`src/rtl/core/mbps_pkg.sv`:
```
`timescale 1ns / 1ps

package mbps_pkg;

    localparam int MAX_PATTERN = 16;
    localparam int OFFSET_BITS = 32;

    localparam int WIN_DEPTH = MAX_PATTERN - 1;
    localparam int IDX_W     = $clog2(MAX_PATTERN);
    localparam int FILL_W    = $clog2(WIN_DEPTH + 1);

    localparam int LEN_W     = 5;
    localparam int CFG_W     = 64;
    localparam int ADDR_W    = 6;
    localparam int OUT_OFS_W = 32;

    localparam logic [7:0] BYTE_MASK = 8'hFF;

    // Register index, taken from paddr[5:3].
    localparam logic [2:0] REG_VAL_LO  = 3'd0;
    localparam logic [2:0] REG_VAL_HI  = 3'd1;
    localparam logic [2:0] REG_MASK_LO = 3'd2;
    localparam logic [2:0] REG_MASK_HI = 3'd3;
    localparam logic [2:0] REG_LENGTH  = 3'd4;

    typedef logic [7:0] byte_t;
    typedef logic [OFFSET_BITS-1:0] pos_t;

endpackage

```
`src/rtl/core/masked_byte_pattern_scanner_top.sv`:
```
`timescale 1ns / 1ps

// Masked byte pattern scanner.
// The input channel (in_valid/in_ready) carries one region byte per beat in
// data_byte, with last_byte set on the final byte of the region. The output
// channel (out_valid/out_ready) carries at most one result beat per region:
// found=1 with the start offset of the first match, or found=0 with offset 0
// on the last byte when the region held no match. Bytes after a match are
// consumed silently until the end of the region.
// The pattern (up to 16 value/mask byte pairs and a length) is written over
// the APB port at byte addresses 0, 8, 16, 24 and 32 while the block is idle.
// An accepted byte is held in an input register until the result register
// can take its outcome, then a single compare stage checks the newest bytes
// against all pattern positions in parallel and loads the result register.
// One byte is taken per cycle as long as the result register is empty or
// being drained; this compare stage sets the rate.
// When the receiver stalls with a result waiting, the input register holds
// its byte and in_ready drops once it is full.
// Reset clears the region state and the valid flags, sets the length to 1 and the other pattern registers to 0.
module masked_byte_pattern_scanner_top
(
    input  logic                            clk,
    input  logic                            rst_n,

    input  logic                            in_valid,
    output logic                            in_ready,
    input  logic [7:0]                      data_byte,
    input  logic                            last_byte,

    output logic                            out_valid,
    input  logic                            out_ready,
    output logic                            found,
    output logic [mbps_pkg::OUT_OFS_W-1:0]  match_offset,

    input  logic                            psel,
    input  logic                            penable,
    input  logic                            pwrite,
    input  logic [mbps_pkg::ADDR_W-1:0]     paddr,
    input  logic [mbps_pkg::CFG_W-1:0]      pwdata,
    output logic [mbps_pkg::CFG_W-1:0]      prdata,
    output logic                            pready
);
    import mbps_pkg::*;

    // Configuration registers
    logic [CFG_W-1:0]  val_lo_reg, val_hi_reg, mask_lo_reg, mask_hi_reg;
    logic [LEN_W-1:0]  length_reg;
    logic [2:0]        reg_sel;
    logic              cfg_write;

    // Input register
    logic              a_valid_reg, a_valid_next;
    byte_t             a_data_reg;
    logic              a_last_reg;
    logic              in_fire, a_fire;

    // Region state
    byte_t             win_reg [WIN_DEPTH];
    logic [FILL_W-1:0] fill_reg, fill_next;
    pos_t              pos_reg, pos_next;
    logic              reported_reg, reported_next;

    // Result register
    logic              out_valid_reg, out_valid_next;
    logic              found_reg, found_next;
    logic [OUT_OFS_W-1:0] offset_reg, offset_next;

    // Compare stage
    logic [2*CFG_W-1:0] values_all, masks_all;
    byte_t             seq [MAX_PATTERN];
    logic [LEN_W-1:0]  len_eff;
    logic [LEN_W-1:0]  seq_idx [MAX_PATTERN];
    logic [MAX_PATTERN-1:0] care_vec, ok_vec;
    logic              window_full;
    logic              hit, match, emit;
    pos_t              start_pos;

    assign pready    = 1'b1;
    assign reg_sel   = paddr[ADDR_W-1:3];
    assign cfg_write = psel && penable && pwrite && pready;

    always_ff @(posedge clk or negedge rst_n)
    begin
        if (!rst_n)
        begin
            val_lo_reg  <= '0;
            val_hi_reg  <= '0;
            mask_lo_reg <= '0;
            mask_hi_reg <= '0;
            length_reg  <= LEN_W'(1);
        end
        else if (cfg_write)
        begin
            unique case (reg_sel)
                REG_VAL_LO:  val_lo_reg  <= pwdata;
                REG_VAL_HI:  val_hi_reg  <= pwdata;
                REG_MASK_LO: mask_lo_reg <= pwdata;
                REG_MASK_HI: mask_hi_reg <= pwdata;
                REG_LENGTH:  length_reg  <= pwdata[LEN_W-1:0];
                default:     ;
            endcase
        end
    end

    always_comb
    begin
        unique case (reg_sel)
            REG_VAL_LO:  prdata = val_lo_reg;
            REG_VAL_HI:  prdata = val_hi_reg;
            REG_MASK_LO: prdata = mask_lo_reg;
            REG_MASK_HI: prdata = mask_hi_reg;
            REG_LENGTH:  prdata = CFG_W'(length_reg);
            default:     prdata = '0;
        endcase
    end

    // Handshakes
    assign a_fire   = a_valid_reg && (!out_valid_reg || out_ready);
    assign in_ready = !a_valid_reg || a_fire;
    assign in_fire  = in_valid && in_ready;

    always_comb
    begin
        a_valid_next = a_valid_reg;
        if (in_fire)
        begin
            a_valid_next = 1'b1;
        end
        else if (a_fire)
        begin
            a_valid_next = 1'b0;
        end
    end

    always_ff @(posedge clk or negedge rst_n)
    begin
        if (!rst_n)
        begin
            a_valid_reg <= 1'b0;
        end
        else
        begin
            a_valid_reg <= a_valid_next;
        end
    end

    always_ff @(posedge clk)
    begin
        if (in_fire)
        begin
            a_data_reg <= data_byte;
            a_last_reg <= last_byte;
        end
    end

    // Out-of-range lengths are clamped into 1..MAX_PATTERN.
    always_comb
    begin
        if (length_reg == '0)
        begin
            len_eff = LEN_W'(1);
        end
        else if (length_reg > LEN_W'(MAX_PATTERN))
        begin
            len_eff = LEN_W'(MAX_PATTERN);
        end
        else
        begin
            len_eff = length_reg;
        end
    end

    assign values_all = {val_hi_reg, val_lo_reg};
    assign masks_all  = {mask_hi_reg, mask_lo_reg};

    // seq[0] is the byte being processed, seq[j] the byte j positions older.
    // Pattern byte i lines up with seq[len - 1 - i].
    always_comb
    begin
        seq[0] = a_data_reg;
        for (int j = 1; j < MAX_PATTERN; j++)
        begin
            seq[j] = win_reg[j-1];
        end
    end

    always_comb
    begin
        for (int i = 0; i < MAX_PATTERN; i++)
        begin
            seq_idx[i]  = len_eff - LEN_W'(1) - LEN_W'(i);
            care_vec[i] = (LEN_W'(i) < len_eff) && (masks_all[8*i +: 8] != 8'h00);
            ok_vec[i]   = ((seq[seq_idx[i][IDX_W-1:0]] & masks_all[8*i +: 8] & BYTE_MASK)
                           == values_all[8*i +: 8]);
        end
    end

    assign window_full = LEN_W'(fill_reg) >= (len_eff - LEN_W'(1));
    assign hit         = window_full && (care_vec != '0) && ((ok_vec | ~care_vec) == '1);
    assign match       = !reported_reg && hit;
    assign emit        = match || (a_last_reg && !reported_reg);
    assign start_pos   = pos_reg - OFFSET_BITS'(len_eff - LEN_W'(1));

    // Region state update
    always_comb
    begin
        fill_next     = fill_reg;
        pos_next      = pos_reg;
        reported_next = reported_reg;
        if (a_fire)
        begin
            if (a_last_reg)
            begin
                fill_next     = '0;
                pos_next      = '0;
                reported_next = 1'b0;
            end
            else
            begin
                if (fill_reg != FILL_W'(WIN_DEPTH))
                begin
                    fill_next = fill_reg + FILL_W'(1);
                end
                pos_next = pos_reg + OFFSET_BITS'(1);
                if (match)
                begin
                    reported_next = 1'b1;
                end
            end
        end
    end

    always_ff @(posedge clk or negedge rst_n)
    begin
        if (!rst_n)
        begin
            fill_reg     <= '0;
            pos_reg      <= '0;
            reported_reg <= 1'b0;
            for (int k = 0; k < WIN_DEPTH; k++)
            begin
                win_reg[k] <= '0;
            end
        end
        else
        begin
            fill_reg     <= fill_next;
            pos_reg      <= pos_next;
            reported_reg <= reported_next;
            if (a_fire)
            begin
                for (int k = 0; k < WIN_DEPTH; k++)
                begin
                    if (a_last_reg)
                    begin
                        win_reg[k] <= '0;
                    end
                    else if (k == 0)
                    begin
                        win_reg[k] <= a_data_reg;
                    end
                    else
                    begin
                        win_reg[k] <= win_reg[k-1];
                    end
                end
            end
        end
    end

    // Result register
    always_comb
    begin
        out_valid_next = out_valid_reg;
        found_next     = found_reg;
        offset_next    = offset_reg;
        if (a_fire && emit)
        begin
            out_valid_next = 1'b1;
            found_next     = match;
            offset_next    = match ? OUT_OFS_W'(start_pos) : '0;
        end
        else if (out_ready)
        begin
            out_valid_next = 1'b0;
        end
    end

    always_ff @(posedge clk or negedge rst_n)
    begin
        if (!rst_n)
        begin
            out_valid_reg <= 1'b0;
        end
        else
        begin
            out_valid_reg <= out_valid_next;
        end
    end

    always_ff @(posedge clk)
    begin
        found_reg  <= found_next;
        offset_reg <= offset_next;
    end

    assign out_valid    = out_valid_reg;
    assign found        = found_reg;
    assign match_offset = offset_reg;

    // Checks
    a_last_clears: assert property (@(posedge clk) disable iff (!rst_n)
        a_fire && a_last_reg |=> (fill_reg == '0) && (pos_reg == '0) && !reported_reg)
        else $error("region state not cleared after the last beat");

    a_notfound_zero: assert property (@(posedge clk) disable iff (!rst_n)
        out_valid_reg && !found_reg |-> offset_reg == '0)
        else $error("not-found result carries a nonzero offset");

    a_stall_full: assert property (@(posedge clk) disable iff (!rst_n)
        !in_ready |-> a_valid_reg && out_valid_reg && !out_ready)
        else $error("input stalled without a waiting result");

    a_fill_range: assert property (@(posedge clk) disable iff (!rst_n)
        fill_reg <= FILL_W'(WIN_DEPTH))
        else $error("window fill count out of range");

    a_single_match: assert property (@(posedge clk) disable iff (!rst_n)
        reported_reg && a_fire |=> !(out_valid_reg && found_reg && $rose(out_valid_reg)))
        else $error("second match reported within one region");

endmodule

```
`config.mk`:
```
export PLATFORM = sky130hd
export DESIGN_NAME = masked_byte_pattern_scanner_top
export DESIGN_NICKNAME = d
export VERILOG_FILES = /design/src/rtl/core/mbps_pkg.sv /design/src/rtl/core/masked_byte_pattern_scanner_top.sv
export SDC_FILE = /design/constraint.sdc
export NUM_CORES = 1
export LEC_CHECK = 0
export BUFFER_PORTS_ARGS = -buffer_cell sky130_fd_sc_hd__buf_2
export CAP_MARGIN = 40
export CORE_UTILIZATION = 55
export DETAILED_ROUTE_END_ITERATION = 10
export PLACE_DENSITY = 0.71
export SYNTH_ARGS = -nofsm -noshare
export SYNTH_HDL_FRONTEND = slang
export SYNTH_SLANG_ARGS = --single-unit
```
`constraint.sdc`:
```
create_clock -name clk -period 20.8 [get_ports clk]
set_input_delay 4.16 -clock clk [delete_from_list [all_inputs] [get_ports clk]]
set_output_delay 4.16 -clock clk [all_outputs]
set_load 0.005 [all_outputs]
```
==> results.sh <==
export IMPL_arrival_ps=6240
export IMPL_crit_fanout=64
export IMPL_fillers=4241
export IMPL_finClkSkew_ps=25.1
export IMPL_overflow=0
export IMPL_cp_endpoint="prdata[25]"
export IMPL_syn_inst=2819
export IMPL_crit_type="input pin to output port"
export IMPL_hold_viol=0
export IMPL_p_int_uw=2100
export IMPL_swShare=0.370
export IMPL_detail_route_antenna_nets=0
export IMPL_postCtsHoldBufs=0
export IMPL_ys_ff_latch=462
export IMPL_p_switching_uw=1230
export IMPL_maxCapViolCount=0
export IMPL_clk_path_buf_depth=3
export IMPL_yosysMostFrequentCell="nand2_1"
export IMPL_ys_seq_area_frac=0.391
export IMPL_p_leak_uw=0.0143
export IMPL_pwr_share_clk=0.293
export IMPL_initial_utilization=0.559
export IMPL_synth_top_cells_by_count="nand2_1 (467), dfrtp_1 (419), mux2_2 (266)"
export IMPL_synth_cell_types=94
export IMPL_cts_resized_gates=0
export IMPL_ir_drop_mv=0.0753
export IMPL_rr_endpoint="match_offset[9]$_SDFFCE_PN0P_"
export IMPL_core_area_um2=53900
export IMPL_synth_flop_cell="dfrtp_1"
export IMPL_final_period_utilization=0.500
export IMPL_drc=0
export IMPL_finalSetupViolCount=0
export IMPL_port_buffers=181
export IMPL_pin_count=186
export IMPL_startpoint_type="input pin"
export IMPL_stdcell_count=3665
export IMPL_yosysTopAreaCell="dfrtp_1"
export IMPL_status="finished, final reports clean"
export IMPL_power_density_nw_per_um2=99.0
export IMPL_grt_start_max_net_pins=152
export IMPL_place_inst=3564
export IMPL_fmax_ghz=0.0962
export IMPL_antenna_found_initial=6
export IMPL_synth_edf_count=42
export IMPL_drtPass1Iterations=6
export IMPL_grt_first_pass_wirelength_mm=153
export IMPL_netlist_area_um2=30100
export IMPL_finalWeightedCongestion=1.00
export IMPL_nets=3054
export IMPL_hold_class="flop to flop"
export IMPL_grt_usage=0.361
export IMPL_cts_buffers=52
export IMPL_vias=25300
export IMPL_hpwl_mm=71.3
export IMPL_path_clk_slew_ps=60
export IMPL_reg2reg_slack_ps=12760
export IMPL_num_rows=85
export IMPL_cts_root_buffer="clkbuf_16"
export IMPL_startpoint="paddr[4]"
export IMPL_postCtsSetupBuffers=0
export IMPL_r2r_start="length_reg[0]$_DFFE_PN1P_"
export IMPL_layout_min_cycle_time_ps=10400
export IMPL_synth_warnings=0
export IMPL_die_w_um=236
export IMPL_wl_mm=100
export IMPL_avgViaCountPerCell=6.89
export IMPL_pwr_share_seq=0.355
export IMPL_max_slew_worst_pin_slew_ps=1180
export IMPL_die_h_um=236
export IMPL_ctsHtreeMaxLevel=2
export IMPL_multi_input_area_um2=17400
export IMPL_cts_sinks=462
export IMPL_yosysTopAreaCellShare=0.348
export IMPL_syn_nets=2950
export IMPL_wire_per_inst_um=27.3
export IMPL_combPwrFrac=0.352
export IMPL_max_slew_margin=0.211
export IMPL_avgSynthCellArea_um2=10.7
export IMPL_synth_area_leaders="dfrtp_1 (35%), mux4_2 (12%), mux2_2 (9.9%), nand2_1 (5.8%), edfxtp_1 (4.2%)"
export IMPL_tritoncts="done"
export IMPL_worstPathRequired_ps=16640
export IMPL_async_reset_ff_frac=0.909
export IMPL_largest_reg_flops=120
export IMPL_clock_latency_ps=620
export IMPL_cp_end_kind="output port"
export IMPL_drive_above_1_share=0.278
export IMPL_die_area_um2=55700
export IMPL_area_delta_synth_final_pct=11.4
export IMPL_rsz0062_at_grt="no"
export IMPL_finalSetupTns_ps=0
export IMPL_dr_first_iter_drc_count=3051
export IMPL_regArea_um2=11800
export IMPL_ff2ff_path_depth=18
export IMPL_grt_pass1_vias=23800
export IMPL_drv_slew=0
## cell families after synthesis
kind of cell / share of synthesized area
AND/OR/NAND/NOR: 0.121
flip-flops: 0.391
other: 0.000124
adder cells (fa/ha/maj): 0.0206
AO/OA/AOI/OAI: 0.136
multiplexers: 0.247
XOR/XNOR: 0.0513
buffers and inverters: 0.0334
## cell usage in the layout, fill, tap and decap left out, types with 9 or more instances in the layout
| cell | instances |
|---|---|
| a32o_1 | 15 |
| a22oi_1 | 131 |
| a21o_1 | 21 |
| a21oi_1 | 79 |
| a211oi_1 | 21 |
| nand2b_1 | 14 |
| dfrtp_1 | 419 |
| xor2_1 | 78 |
| nor3_2 | 26 |
| nand4_1 | 17 |
| nand2_1 | 466 |
| nor4_1 | 45 |
| nor3_1 | 14 |
| o21ai_0 | 184 |
| ha_1 | 44 |
| buf_2 | 187 |
| mux4_2 | 162 |
| edfxtp_1 | 42 |
| and3_1 | 35 |
| nor2_1 | 71 |
| inv_1 | 38 |
| o22ai_1 | 38 |
| xnor2_1 | 88 |
| nand3_1 | 37 |
| mux2_2 | 266 |
| clkbuf_16 | 56 |
| mux2i_1 | 59 |
| clkinv_2 | 17 |
| clkbuf_8 | 10 |
| and2_1 | 9 |
| o311ai_0 | 10 |
| buf_4 | 45 |
| o21a_1 | 13 |
## layer usage
layer / vias up / global-route usage / share of wire
met2: 1428 / 0.529 / 0.44
met3: 270 / 0.0782 / 0.10
met4: 6 / 0.161 / 0.050
met1: 12700 / 0.515 / 0.41
li1: 10800 / - / -
met5: - / 0 / 0.00037
## worst min path at each step
stage | startpoint | end | depth (start not counted)
final | reported_reg$_DFFE_PN0P_ | reported_reg$_DFFE_PN0P_ | 2
after global routing | val_hi_reg[6]$_DFFE_PN0P_ | val_hi_reg[6]$_DFFE_PN0P_ | 1
after CTS | reported_reg$_DFFE_PN0P_ | reported_reg$_DFFE_PN0P_ | 2
after detailed placement | reported_reg$_DFFE_PN0P_ | reported_reg$_DFFE_PN0P_ | 2
after global placement | reported_reg$_DFFE_PN0P_ | reported_reg$_DFFE_PN0P_ | 2
after floorplan | seq[1]$_DFFE_PN0P_ | seq[1]$_DFFE_PN0P_ | 2
## power by group through the flow
stage / Combinational, uW / Clock, uW / Sequential (uW)
2_1_floorplan: 837 / 0 / 1130
4_1_cts: 1150 / 984 / 1170
3_5_place_dp: 1150 / 0 / 1190
5_1_grt: 1230 / 1020 / 1190
3_3_place_gp: 1110 / 0 / 1180
6_report: 1170 / 973 / 1180
## per-stage QoR
stage          power [uW]  area (um^2)  hold WS, ps  worst slack, ps   util
3_5_place_dp         2330        31700          516            10500  0.588
4_1_cts              3310        33500          529            10450  0.622
3_3_place_gp         2290        31500          510            10520  0.584
6_report             3320        33600          541            10400  0.623
5_1_grt              3450        33600          574            10270  0.622
2_1_floorplan        1970        30100          494            11060      -
## final cells by class
class	count	area share
Clock buffer	72	0.0465
Timing Repair Buffer	243	0.0448
Tap cell	696	0.0259
Sequential cell	462	0.351
Antenna cell	2	0.000149
Inverter	48	0.00548
Clock inverter	26	0.00746
Multi-Input combinational cell	2116	0.519
## worst max-delay path: stages
cell and delay, ps:
buf_2 310, inv_1 220, nor3_2 210, buf_4 730
a22oi_1 200, nand2_1 180, buf_2 140
Power figures use the tool's default switching activity.
